--- config.mk ---
export PLATFORM = sky130hd
export DESIGN_NAME = sorted_key_value_table_core
export DESIGN_NICKNAME = d
export VERILOG_FILES = /design/src/design/skvt_pkg.sv /design/src/design/skvt_dpath.sv /design/src/design/skvt_ctrl.sv /design/src/design/sorted_key_value_table_core.sv
export SDC_FILE = /design/constraint.sdc
export NUM_CORES = 2
export LEC_CHECK = 0
export CELL_PAD_IN_SITES_DETAIL_PLACEMENT = 0
export CELL_PAD_IN_SITES_GLOBAL_PLACEMENT = 1
export CORE_MARGIN = 2
export CORE_UTILIZATION = 54
export DETAILED_ROUTE_END_ITERATION = 8
export DONT_BUFFER_PORTS = 1
export PLACE_DENSITY = 0.81
export SYNTH_ARGS = -nofsm -noshare
export SYNTH_HDL_FRONTEND = slang
export SYNTH_SLANG_ARGS = --single-unit
--- constraint.sdc ---
create_clock -name clk_i -period 8.06 [get_ports clk_i]
set_input_delay 1.209 -clock clk_i [delete_from_list [all_inputs] [get_ports clk_i]]
set_output_delay 1.209 -clock clk_i [all_outputs]
set_load 0.1 [all_outputs]
--- src/design/skvt_pkg.sv ---
// shared constants, payload types and control structs for the sorted key/value table
package skvt_pkg;

  localparam int unsigned ENTRIES = 16;
  localparam int unsigned IDX_W   = $clog2(ENTRIES);
  localparam int unsigned CNT_W   = $clog2(ENTRIES + 1);

  typedef enum logic [2:0] {
    OP_INSERT = 3'd0,
    OP_UPDATE = 3'd1,
    OP_UPSERT = 3'd2,
    OP_ERASE  = 3'd3,
    OP_LOOKUP = 3'd4,
    OP_GET    = 3'd5
  } op_e;

  typedef struct packed {
    logic [2:0]  operation;
    logic [31:0] key;
    logic [31:0] value;
    logic [3:0]  position;
  } req_t;

  typedef struct packed {
    logic        ok;
    logic [31:0] key_out;
    logic [31:0] value_out;
    logic [4:0]  entry_count;
    logic        full_res;
  } res_t;

  // read address sources of the table memories
  typedef enum logic [2:0] {
    RD_ZERO,
    RD_POS,
    RD_IDX_P1,
    RD_CNT_M1,
    RD_IDX_M2,
    RD_P_P1,
    RD_IDX_P2
  } rd_sel_e;

  typedef struct packed {
    logic    load;
    logic    scan;
    logic    get_res;
    logic    set_ok;
    logic    set_full;
    logic    idx_cnt;
    logic    idx_p;
    logic    idx_inc;
    logic    idx_dec;
    logic    move;
    logic    wr_new;
    logic    wr_val;
    logic    cnt_inc;
    logic    cnt_dec;
    logic    res_load;
    rd_sel_e rd_sel;
  } cmd_t;

  typedef struct packed {
    logic [2:0] op;
    logic       scan_stop;
    logic       hit;
    logic       full;
    logic       up_done;
    logic       dn_done;
  } stat_t;

endpackage

--- src/design/skvt_dpath.sv ---
// table memories, request and walk registers, result staging and output register
module skvt_dpath import skvt_pkg::*; (
  input  logic  clk_i,
  input  logic  rst_ni,
  input  req_t  in_data_i,
  input  cmd_t  cmd_i,
  output stat_t stat_o,
  output res_t  out_data_o
);

  logic [31:0] key_mem [ENTRIES];
  logic [31:0] val_mem [ENTRIES];

  logic [31:0] key_rd_q, val_rd_q;
  req_t        req_q;
  logic [CNT_W-1:0] idx_q, idx_d;
  logic [CNT_W-1:0] p_q, count_q;
  logic        hit_q, ok_q, full_q;
  logic [31:0] kout_q, vout_q;
  res_t        out_q;

  logic [CNT_W-1:0] rd_wide;
  logic [IDX_W-1:0] rd_addr, wr_addr;
  logic        key_we, val_we;
  logic [31:0] key_wd, val_wd;
  logic        in_range, scan_stop, hit_now, pos_ok;

  assign in_range  = idx_q < count_q;
  assign hit_now   = in_range && (key_rd_q == req_q.key);
  // first entry whose key is not below the request key, or end of table
  assign scan_stop = !in_range || (key_rd_q >= req_q.key);
  assign pos_ok    = CNT_W'(req_q.position) < count_q;

  always_comb begin
    case (cmd_i.rd_sel)
      RD_ZERO:   rd_wide = '0;
      RD_POS:    rd_wide = CNT_W'(in_data_i.position);
      RD_IDX_P1: rd_wide = idx_q + CNT_W'(1);
      RD_CNT_M1: rd_wide = count_q - CNT_W'(1);
      RD_IDX_M2: rd_wide = idx_q - CNT_W'(2);
      RD_P_P1:   rd_wide = p_q + CNT_W'(1);
      RD_IDX_P2: rd_wide = idx_q + CNT_W'(2);
      default:   rd_wide = '0;
    endcase
  end
  assign rd_addr = rd_wide[IDX_W-1:0];

  assign key_we  = cmd_i.move || cmd_i.wr_new;
  assign val_we  = cmd_i.move || cmd_i.wr_new || cmd_i.wr_val;
  assign wr_addr = cmd_i.move ? idx_q[IDX_W-1:0] : p_q[IDX_W-1:0];
  assign key_wd  = cmd_i.move ? key_rd_q : req_q.key;
  assign val_wd  = cmd_i.move ? val_rd_q : req_q.value;

  always_ff @(posedge clk_i) begin
    if (key_we) begin
      key_mem[wr_addr] <= key_wd;
    end
    if (val_we) begin
      val_mem[wr_addr] <= val_wd;
    end
    key_rd_q <= key_mem[rd_addr];
    val_rd_q <= val_mem[rd_addr];
  end

  always_comb begin
    idx_d = idx_q;
    if (cmd_i.load) begin
      idx_d = '0;
    end else if (cmd_i.scan && !scan_stop) begin
      idx_d = idx_q + CNT_W'(1);
    end else if (cmd_i.idx_cnt) begin
      idx_d = count_q;
    end else if (cmd_i.idx_p) begin
      idx_d = p_q;
    end else if (cmd_i.idx_inc) begin
      idx_d = idx_q + CNT_W'(1);
    end else if (cmd_i.idx_dec) begin
      idx_d = idx_q - CNT_W'(1);
    end
  end

  always_ff @(posedge clk_i or negedge rst_ni) begin
    if (!rst_ni) begin
      count_q <= '0;
    end else if (cmd_i.cnt_inc) begin
      count_q <= count_q + CNT_W'(1);
    end else if (cmd_i.cnt_dec) begin
      count_q <= count_q - CNT_W'(1);
    end
  end

  always_ff @(posedge clk_i) begin
    idx_q <= idx_d;
    if (cmd_i.load) begin
      req_q  <= in_data_i;
      ok_q   <= 1'b0;
      full_q <= 1'b0;
      hit_q  <= 1'b0;
      kout_q <= '0;
      vout_q <= '0;
    end else begin
      if (cmd_i.scan && scan_stop) begin
        p_q   <= idx_q;
        hit_q <= hit_now;
        if (hit_now && req_q.operation == OP_LOOKUP) begin
          vout_q <= val_rd_q;
        end
      end
      if (cmd_i.get_res && pos_ok) begin
        ok_q   <= 1'b1;
        kout_q <= key_rd_q;
        vout_q <= val_rd_q;
      end
      if (cmd_i.set_ok) begin
        ok_q <= 1'b1;
      end
      if (cmd_i.set_full) begin
        full_q <= 1'b1;
      end
    end
    if (cmd_i.res_load) begin
      out_q.ok          <= ok_q;
      out_q.key_out     <= kout_q;
      out_q.value_out   <= vout_q;
      out_q.entry_count <= 5'(count_q);
      out_q.full_res    <= full_q;
    end
  end

  assign stat_o.op        = req_q.operation;
  assign stat_o.scan_stop = scan_stop;
  assign stat_o.hit       = hit_q;
  assign stat_o.full      = count_q == CNT_W'(ENTRIES);
  assign stat_o.up_done   = idx_q == p_q;
  assign stat_o.dn_done   = (idx_q + CNT_W'(1)) >= count_q;
  assign out_data_o       = out_q;

endmodule

--- src/design/skvt_ctrl.sv ---
// sequencer: key scan, insert/erase shifts and result handoff
module skvt_ctrl import skvt_pkg::*; (
  input  logic       clk_i,
  input  logic       rst_ni,
  input  logic       in_valid_i,
  input  logic [2:0] in_op_i,
  input  logic       out_ready_i,
  input  stat_t      stat_i,
  output cmd_t       cmd_o,
  output logic       in_ready_o,
  output logic       out_valid_o
);

  typedef enum logic [2:0] {
    S_IDLE,
    S_SCAN,
    S_GET,
    S_EXEC,
    S_SHUP,
    S_SHDN,
    S_DONE
  } state_e;

  state_e state_q, state_d;
  logic   out_valid_q, out_valid_d;
  logic   in_xfer;

  assign in_ready_o = state_q == S_IDLE;
  assign in_xfer    = in_valid_i && in_ready_o;

  always_comb begin
    state_d     = state_q;
    cmd_o       = '0;
    cmd_o.rd_sel = RD_ZERO;
    out_valid_d = out_valid_q && !out_ready_i;
    case (state_q)
      S_IDLE: begin
        if (in_xfer) begin
          cmd_o.load = 1'b1;
          if (in_op_i == OP_GET) begin
            cmd_o.rd_sel = RD_POS;
            state_d      = S_GET;
          end else if (in_op_i > OP_GET) begin
            state_d = S_DONE;
          end else begin
            state_d = S_SCAN;
          end
        end
      end
      S_GET: begin
        cmd_o.get_res = 1'b1;
        state_d       = S_DONE;
      end
      S_SCAN: begin
        cmd_o.scan   = 1'b1;
        cmd_o.rd_sel = RD_IDX_P1;
        if (stat_i.scan_stop) begin
          state_d = S_EXEC;
        end
      end
      S_EXEC: begin
        state_d = S_DONE;
        case (stat_i.op)
          OP_INSERT, OP_UPSERT: begin
            if (stat_i.hit) begin
              if (stat_i.op == OP_UPSERT) begin
                cmd_o.wr_val = 1'b1;
                cmd_o.set_ok = 1'b1;
              end
            end else if (stat_i.full) begin
              cmd_o.set_full = 1'b1;
            end else begin
              cmd_o.rd_sel  = RD_CNT_M1;
              cmd_o.idx_cnt = 1'b1;
              state_d       = S_SHUP;
            end
          end
          OP_UPDATE: begin
            cmd_o.wr_val = stat_i.hit;
            cmd_o.set_ok = stat_i.hit;
          end
          OP_ERASE: begin
            if (stat_i.hit) begin
              cmd_o.rd_sel = RD_P_P1;
              cmd_o.idx_p  = 1'b1;
              state_d      = S_SHDN;
            end
          end
          OP_LOOKUP: begin
            cmd_o.set_ok = stat_i.hit;
          end
          default: begin
            state_d = S_DONE;
          end
        endcase
      end
      S_SHUP: begin
        cmd_o.rd_sel = RD_IDX_M2;
        if (!stat_i.up_done) begin
          cmd_o.move    = 1'b1;
          cmd_o.idx_dec = 1'b1;
        end else begin
          // hole is open at the insert point
          cmd_o.wr_new  = 1'b1;
          cmd_o.cnt_inc = 1'b1;
          cmd_o.set_ok  = 1'b1;
          state_d       = S_DONE;
        end
      end
      S_SHDN: begin
        cmd_o.rd_sel = RD_IDX_P2;
        if (!stat_i.dn_done) begin
          cmd_o.move    = 1'b1;
          cmd_o.idx_inc = 1'b1;
        end else begin
          cmd_o.cnt_dec = 1'b1;
          cmd_o.set_ok  = 1'b1;
          state_d       = S_DONE;
        end
      end
      S_DONE: begin
        if (!out_valid_q || out_ready_i) begin
          cmd_o.res_load = 1'b1;
          out_valid_d    = 1'b1;
          state_d        = S_IDLE;
        end
      end
      default: begin
        state_d = S_IDLE;
      end
    endcase
  end

  always_ff @(posedge clk_i or negedge rst_ni) begin
    if (!rst_ni) begin
      state_q     <= S_IDLE;
      out_valid_q <= 1'b0;
    end else begin
      state_q     <= state_d;
      out_valid_q <= out_valid_d;
    end
  end

  assign out_valid_o = out_valid_q;

endmodule

--- src/design/sorted_key_value_table_core.sv ---
// sorted key/value table: up to 16 unique keys kept in ascending order
// sequence: get by index reads its position directly, an unused code goes straight to the result,
//   the others scan the keys from position 0 up to the point where the scan stops, and an insert
//   of a new key or an erase of a found key then shifts the entries behind that point
// throughput: one request at a time, the next is taken once its result is in the output register
// reset: entry count cleared at once, memory contents left undefined, no clearing pass
module sorted_key_value_table_core import skvt_pkg::*; (
  input  logic clk_i,
  input  logic rst_ni,
  input  logic in_valid_i,
  output logic in_ready_o,
  input  req_t in_data_i,
  output logic out_valid_o,
  input  logic out_ready_i,
  output res_t out_data_o
);

  cmd_t  cmd;
  stat_t stat;

  skvt_ctrl u_ctrl (
    .clk_i       (clk_i),
    .rst_ni      (rst_ni),
    .in_valid_i  (in_valid_i),
    .in_op_i     (in_data_i.operation),
    .out_ready_i (out_ready_i),
    .stat_i      (stat),
    .cmd_o       (cmd),
    .in_ready_o  (in_ready_o),
    .out_valid_o (out_valid_o)
  );

  skvt_dpath u_dpath (
    .clk_i      (clk_i),
    .rst_ni     (rst_ni),
    .in_data_i  (in_data_i),
    .cmd_i      (cmd),
    .stat_o     (stat),
    .out_data_o (out_data_o)
  );

`ifndef NO_ASSERTIONS
  // one request in flight: a transfer in closes the input side
  a_one_in_flight: assert property (@(posedge clk_i) disable iff (!rst_ni)
    (in_valid_i && in_ready_o) |=> !in_ready_o)
    else $error("input accepted while a request is in flight");

  // the table memories are only written while a request is being worked
  a_no_idle_write: assert property (@(posedge clk_i) disable iff (!rst_ni)
    (cmd.move || cmd.wr_new || cmd.wr_val) |-> !in_ready_o)
    else $error("table write outside a request");

  // a refused insert never reports success
  a_full_not_ok: assert property (@(posedge clk_i) disable iff (!rst_ni)
    (out_valid_o && out_data_o.full_res) |-> !out_data_o.ok)
    else $error("full refusal reported as success");

  // count stays within the table size
  a_count_range: assert property (@(posedge clk_i) disable iff (!rst_ni)
    out_valid_o |-> (out_data_o.entry_count <= 5'(ENTRIES)))
    else $error("entry count beyond table size");
`endif

endmodule

Word level (Yosys, flattened, before mapping)
Memories as Yosys holds them, arrays and structs flattened. A register that Yosys moved wholly into a read port is not among the register bits.
Cells that the tools add are included.
Widths: inputs -> output; s select.
Operators by class
  add/sub/neg operators: 7
  $lt $le $gt $ge: 5
  eq/ne operators: 25
  mux-type cells: 69
  bitwise gates (word level): 1
  reductions and logical operators: 27
Operators with widths (count)
  $mux 32: 5
  $mux 3: 12
  $mux 5: 7
  $eq 32x32->1: 1
  $ge 32x32->1: 1
  $mux 1: 29
  $eq 3x3->1 const B: 8
  $pmux 4 s6: 1
  $pmux 3 s7: 1
  $eq 3x2->1 const B: 6
  $pmux 3 s5: 1
  $mux 2: 6
  $pmux 3 s2: 2
  $add 5x1->5 const B: 2
  $sub 5x1->5 const B: 2
  $eq 3x1->1 const B: 3
  $ne 2x1->1 const B: 4
  $reduce_bool 2->1: 4
  $logic_and 1x1->1: 7
  $logic_not 3->1: 2
  $pmux 1 s2: 3
  $eq 5x5->1: 1
  $eq 5x5->1 const B: 1
  $ge 5x5->1: 1
  16 further kinds: 24
Word-level totals
  register bits after elaboration: 228
  bits in writable memories: 1024
  bits of input ports: 75
  output and inout port bits: 73
  word-level logic and storage cells: 155
  memories kept: 2
Memory list
  u_dpath.key_mem: depth 16, width 32, rd ports 1, clocked after Yosys merged registers in 1, wr ports 1, line skvt_dpath.sv:11  | logic [31:0] key_mem [ENTRIES];
  u_dpath.val_mem: depth 16, width 32, rd ports 1, clocked after Yosys merged registers in 1, wr ports 1, line skvt_dpath.sv:12  | logic [31:0] val_mem [ENTRIES];

Logic depth before layout (Yosys ltp)
  word-level depth: 8
  mapped depth: 17
  depth with buffers taken out: 14

Hierarchy
A second synthesis with hierarchy kept.
Unflattened totals
  cell total of the unflattened synthesis: 3201
  area total of the unflattened synthesis: 52411.5 µm²
Modules (own cells, without submodules)
  skvt_dpath: instances 1, cells an instance 3132, area an instance 51902.3 µm², seq. area each 38011.5 µm²
  skvt_ctrl: instances 1, cells an instance 69, area an instance 509.2 µm², seq. area each 100.1 µm²

Worst setup path before layout
No wires, ideal clock.
  path type: input -> register
  start: input out_ready_i
  end: register u_dpath.out_q (netlist bit u_dpath.out_data_o[0]), enable pin
  setup time: 588 ps
  arrival time: 6123 ps
  data required time: 7472 ps
  slack: 1349 ps
  cell stages on the path: 2
  cells stage by stage: nor2b_1 nor3_1
RTL lines
  from (decl): line sorted_key_value_table_core.sv:14  | input logic out_ready_i,
  to (decl): line skvt_dpath.sv:20  | res_t out_q;

Final worst setup path
  start: register u_ctrl.state_q[0]
  end: register u_dpath.key_rd_q[24], read port of u_dpath.key_mem
Between the ends
  longest elaborated chain between the ends: 6
RTL lines
  from (decl): line skvt_ctrl.sv:24  | state_e state_q, state_d;
  from (signal assigned): line skvt_ctrl.sv:139  | state_q <= state_d;
  $logic_not 3->1 *: line skvt_ctrl.sv:28  | assign in_ready_o = state_q == S_IDLE;
  via in_ready_o: line sorted_key_value_table_core.sv:11  | output logic in_ready_o,
  $logic_and 1x1->1: line skvt_ctrl.sv:29  | assign in_xfer = in_valid_i && in_ready_o;
  $mux 3: line skvt_ctrl.sv:38  | if (in_xfer) begin
  $pmux 3 s5 *: line skvt_ctrl.sv:36  | case (state_q)
  $eq 3x3->1 (tied with other cells): line skvt_dpath.sv:35  | case (cmd_i.rd_sel)
  $pmux 4 s6 *: line skvt_dpath.sv:35
  to (decl): line skvt_dpath.sv:14  | logic [31:0] key_rd_q, val_rd_q;
The timed path passes the listed nets; every way through them passes the cells marked *.
A chain may end at the register's enable or synchronous reset.

==> flow_summary.toml <==
[status]
status = "finished, final reports clean"

[place]
port_buffers = 0
dp_hpwl_mm = 62.9
dpl_cell_area_um2 = 52000
gp_congestion = 0.821

[global_routing]
grt_pass1_wl_mm = 171
grt_max_degree = 129
grt_pass1_vias = 26800
overflow = 0
grt_use_total = 0.245
grt_antenna_before_repair = 2

[clock_network]
cts.sinks = 1316
clkSlewWorstSetupHoldPaths_ps = 60
ctsResizeCount = 0
clk_latency_ps = 750
cts.path.max_buffers = 3
htreeDepth = 4
cts_setup_buffers = 0
root_buffer = "clkbuf_16"
cts_tree = "yes"
cts_buffers = 134
cts_hold_buf = 0

[sta]
max-slew-margin-rel = 0.181
setup_violations = 0
timing.fmax_mhz = 158
whs_ps = 165
period_minus_slack_ps = 6330
finalHoldViolCount = 0
final.period_utilization = 0.786
worst_slew_pin_slew_ps = 1220
finalSetupTns_ps = 0
rsz0062_at_grt = "false"
drv_slew = 0
skew_ps = 31.9

[floorplanning]
fp.dieW_um = 309
die-area_um2 = 95400
io_pins = 148
coreArea_um2 = 91900
num_rows = 111
start_util = 0.546
die_y_um = 309

[power]
p_switching_mw = 8.70
swShare = 0.363
p_leak_nw = 20.6
p_per_area_nw_per_um2 = 424
ir_worst_vdd_v = 0.000368
pwr-share-comb = 0.292
seqPwrFrac = 0.449
clockPowerShare = 0.259
power.internal_mw = 15.3

[routing]
antenna_left = 0
drt_iter0_drc = 2961
first_pass_iters = 6
drc = 0
viasPerCell = 6.04
vias = 26600
totalWireLength_mm = 117
wl_per_cell_um = 26.5

[setup_path]
crit_type = "register to register"
startpoint_type = "register"
critPathCaptureType = "register"
arrival_ps = 7000
worst-path-max-fanout = 71
critPathRequiredTime_ps = 8730

[min_path]
min-delay-path-class = "input pin to asynchronous set/reset pin"

[final_layout]
nets = 3172
finish.instance_area_um2 = 56500
fillers = 6444
multi_input_comb_area_um2 = 11500
drive_gt1_frac = 0.126
register_area_um2 = 38100
area_delta_synth_final_pct = 12.5

[yosys]
syn-instance-count = 2976
synth_cell_types = 72
async_flop_share = 0.00684
synth.top_cell.area_share = 0.700
ys_seq_area_frac = 0.759
syn_nets = 3103
synth_top_area_cell = "edfxtp_1"
syn_avg_cell_area_um2 = 16.9
synthTopCellsByArea = "edfxtp_1, mux2i_1, dfxtp_1"
synth_edf_count = 1171
synth-seq-cells = 1316
synthFlopType = "edfxtp_1"
ys.warnings.count = 0
synth_area_um2 = 50200

[run]
cap_violations = 0
[per-layer routing]
layer / track usage / up-vias / share of wire
met4: 0.0770 / 4 / 0.024
li1: - / 11700 / -
met3: 0.0468 / 179 / 0.078
met5: 0 / - / 0.00014
met2: 0.407 / 1157 / 0.49
met1: 0.331 / 13600 / 0.40
[logic make-up (layout without fill, tap and decap cells)]
logic type | after synthesis | count (layout) | share of synthesized area
buffers and inverters | 200 | 381 | 0.0178
and+or+nand+nor | 548 | 548 | 0.0465
xor gates and xnor gates | 22 | 22 | 0.00384
muxes | 515 | 515 | 0.119
DFF | 1316 | 1316 | 0.759
AOI/OAI and AO/OA | 323 | 323 | 0.0411
other | 0 | 2 | 0
adders and majority gates | 52 | 52 | 0.0131
[per-stage QoR]
step                      setup slack (ps)  power (mW)   util  std cells
after global placement                1990        17.6  0.566       4152
final                                 1730        24.0  0.615       4402
after detailed placement              1780        17.8  0.566       4152
after floorplan                       1350        15.5      -       2976
after global routing                  1410        24.9  0.615       4400
after CTS                             1710        24.0  0.615       4400
[worst paths after layout]
path                                     endpoint  cells after the start  slack, ps                from
setup / recovery             u_dpath.key_rd_q[24]                     17       1730   u_ctrl.state_q[0]
hold / removal                 u_dpath.count_q[0]                      0        170              rst_ni
setup reg to reg             u_dpath.key_rd_q[24]                     17       1730   u_ctrl.state_q[0]
hold reg to reg            u_dpath.out_data_o[55]                      0        430  u_dpath.kout_q[17]
max in group asynchronous      u_ctrl.out_valid_o                      0       7820              rst_ni
min in group clk_i         u_dpath.out_data_o[55]                      0        430  u_dpath.kout_q[17]
[cell type report]
cell class                      count  area share
Antenna cell                        2   0.0000886
Multi-Input combinational cell   1460       0.204
Clock inverter                     68      0.0135
Timing Repair Buffer               80      0.0109
Sequential cell                  1316       0.674
Inverter                           53     0.00361
Tap cell                         1243      0.0275
Clock buffer                      180      0.0659
[sequential cells by signal (all words and copies together) (netlist names), 32 cells and up]
| register | count |
|---|---|
| u_dpath.key_mem | 512 |
| u_dpath.key_rd_q | 32 |
| u_dpath.kout_q | 32 |
| u_dpath.out_data_o | 71 |
| u_dpath.req_q | 68 |
| u_dpath.val_mem | 512 |
| u_dpath.val_rd_q | 32 |
| u_dpath.vout_q | 32 |
[power groups by stage]
stage	clock network [mW]	registers, mW	logic [mW]
4_1_cts	6.29	10.8	6.96
5_1_grt	6.54	10.9	7.55
3_3_place_gp	0	10.9	6.67
6_report	6.21	10.8	7.00
3_5_place_dp	0	10.9	6.92
2_1_floorplan	0	10.6	4.88
[placed cells by master (no fill, tap or decap), drive strengths merged, types with 5 or more instances in the layout]
cell type and count:
xor2 6, clkinv 48, mux2i 450, bufinv 10, buf 80, edfxtp 1171
a21oi 24, clkinvlp 5, nand2 291, dfrtp 9, nand3 12, o22ai 200
nor2b 5, dfxtp 136, nor3 79, o211ai 5, nor2 121, a21o 7
a31oi 6, o21ai 43, ha 51, clkbuf 180, nand4 9, mux4 64
xnor2 16, inv 58, nand3b 5
[cells in the mapped netlist (all sizes together), types with 12 or more instances]
library cell	count
a21oi	24
edfxtp	1171
nand2	291
mux4	64
nand3	12
mux2i	450
nor3	79
buf	84
inv	53
dfxtp	136
o21ai	43
clkbuf	63
nor2	121
o22ai	200
ha	51
xnor2	16
[worst max-delay path: stages, from the launching register on]
cell	delay, ps
dfrtp_1	590
nor3_4	250
buf_4	320
nand2_2	180
inv_6	530
a32oi_1	280
o2111ai_1	220
inv_1	130
fa_1	390
xor2_1	160
xnor2_1	190
a211oi_4	250
buf_4	550
nand3_2	1050
buf_4	700
o22ai_1	250
nor3_1	90
nand2_1	90
Power figures use the tool's default switching activity.
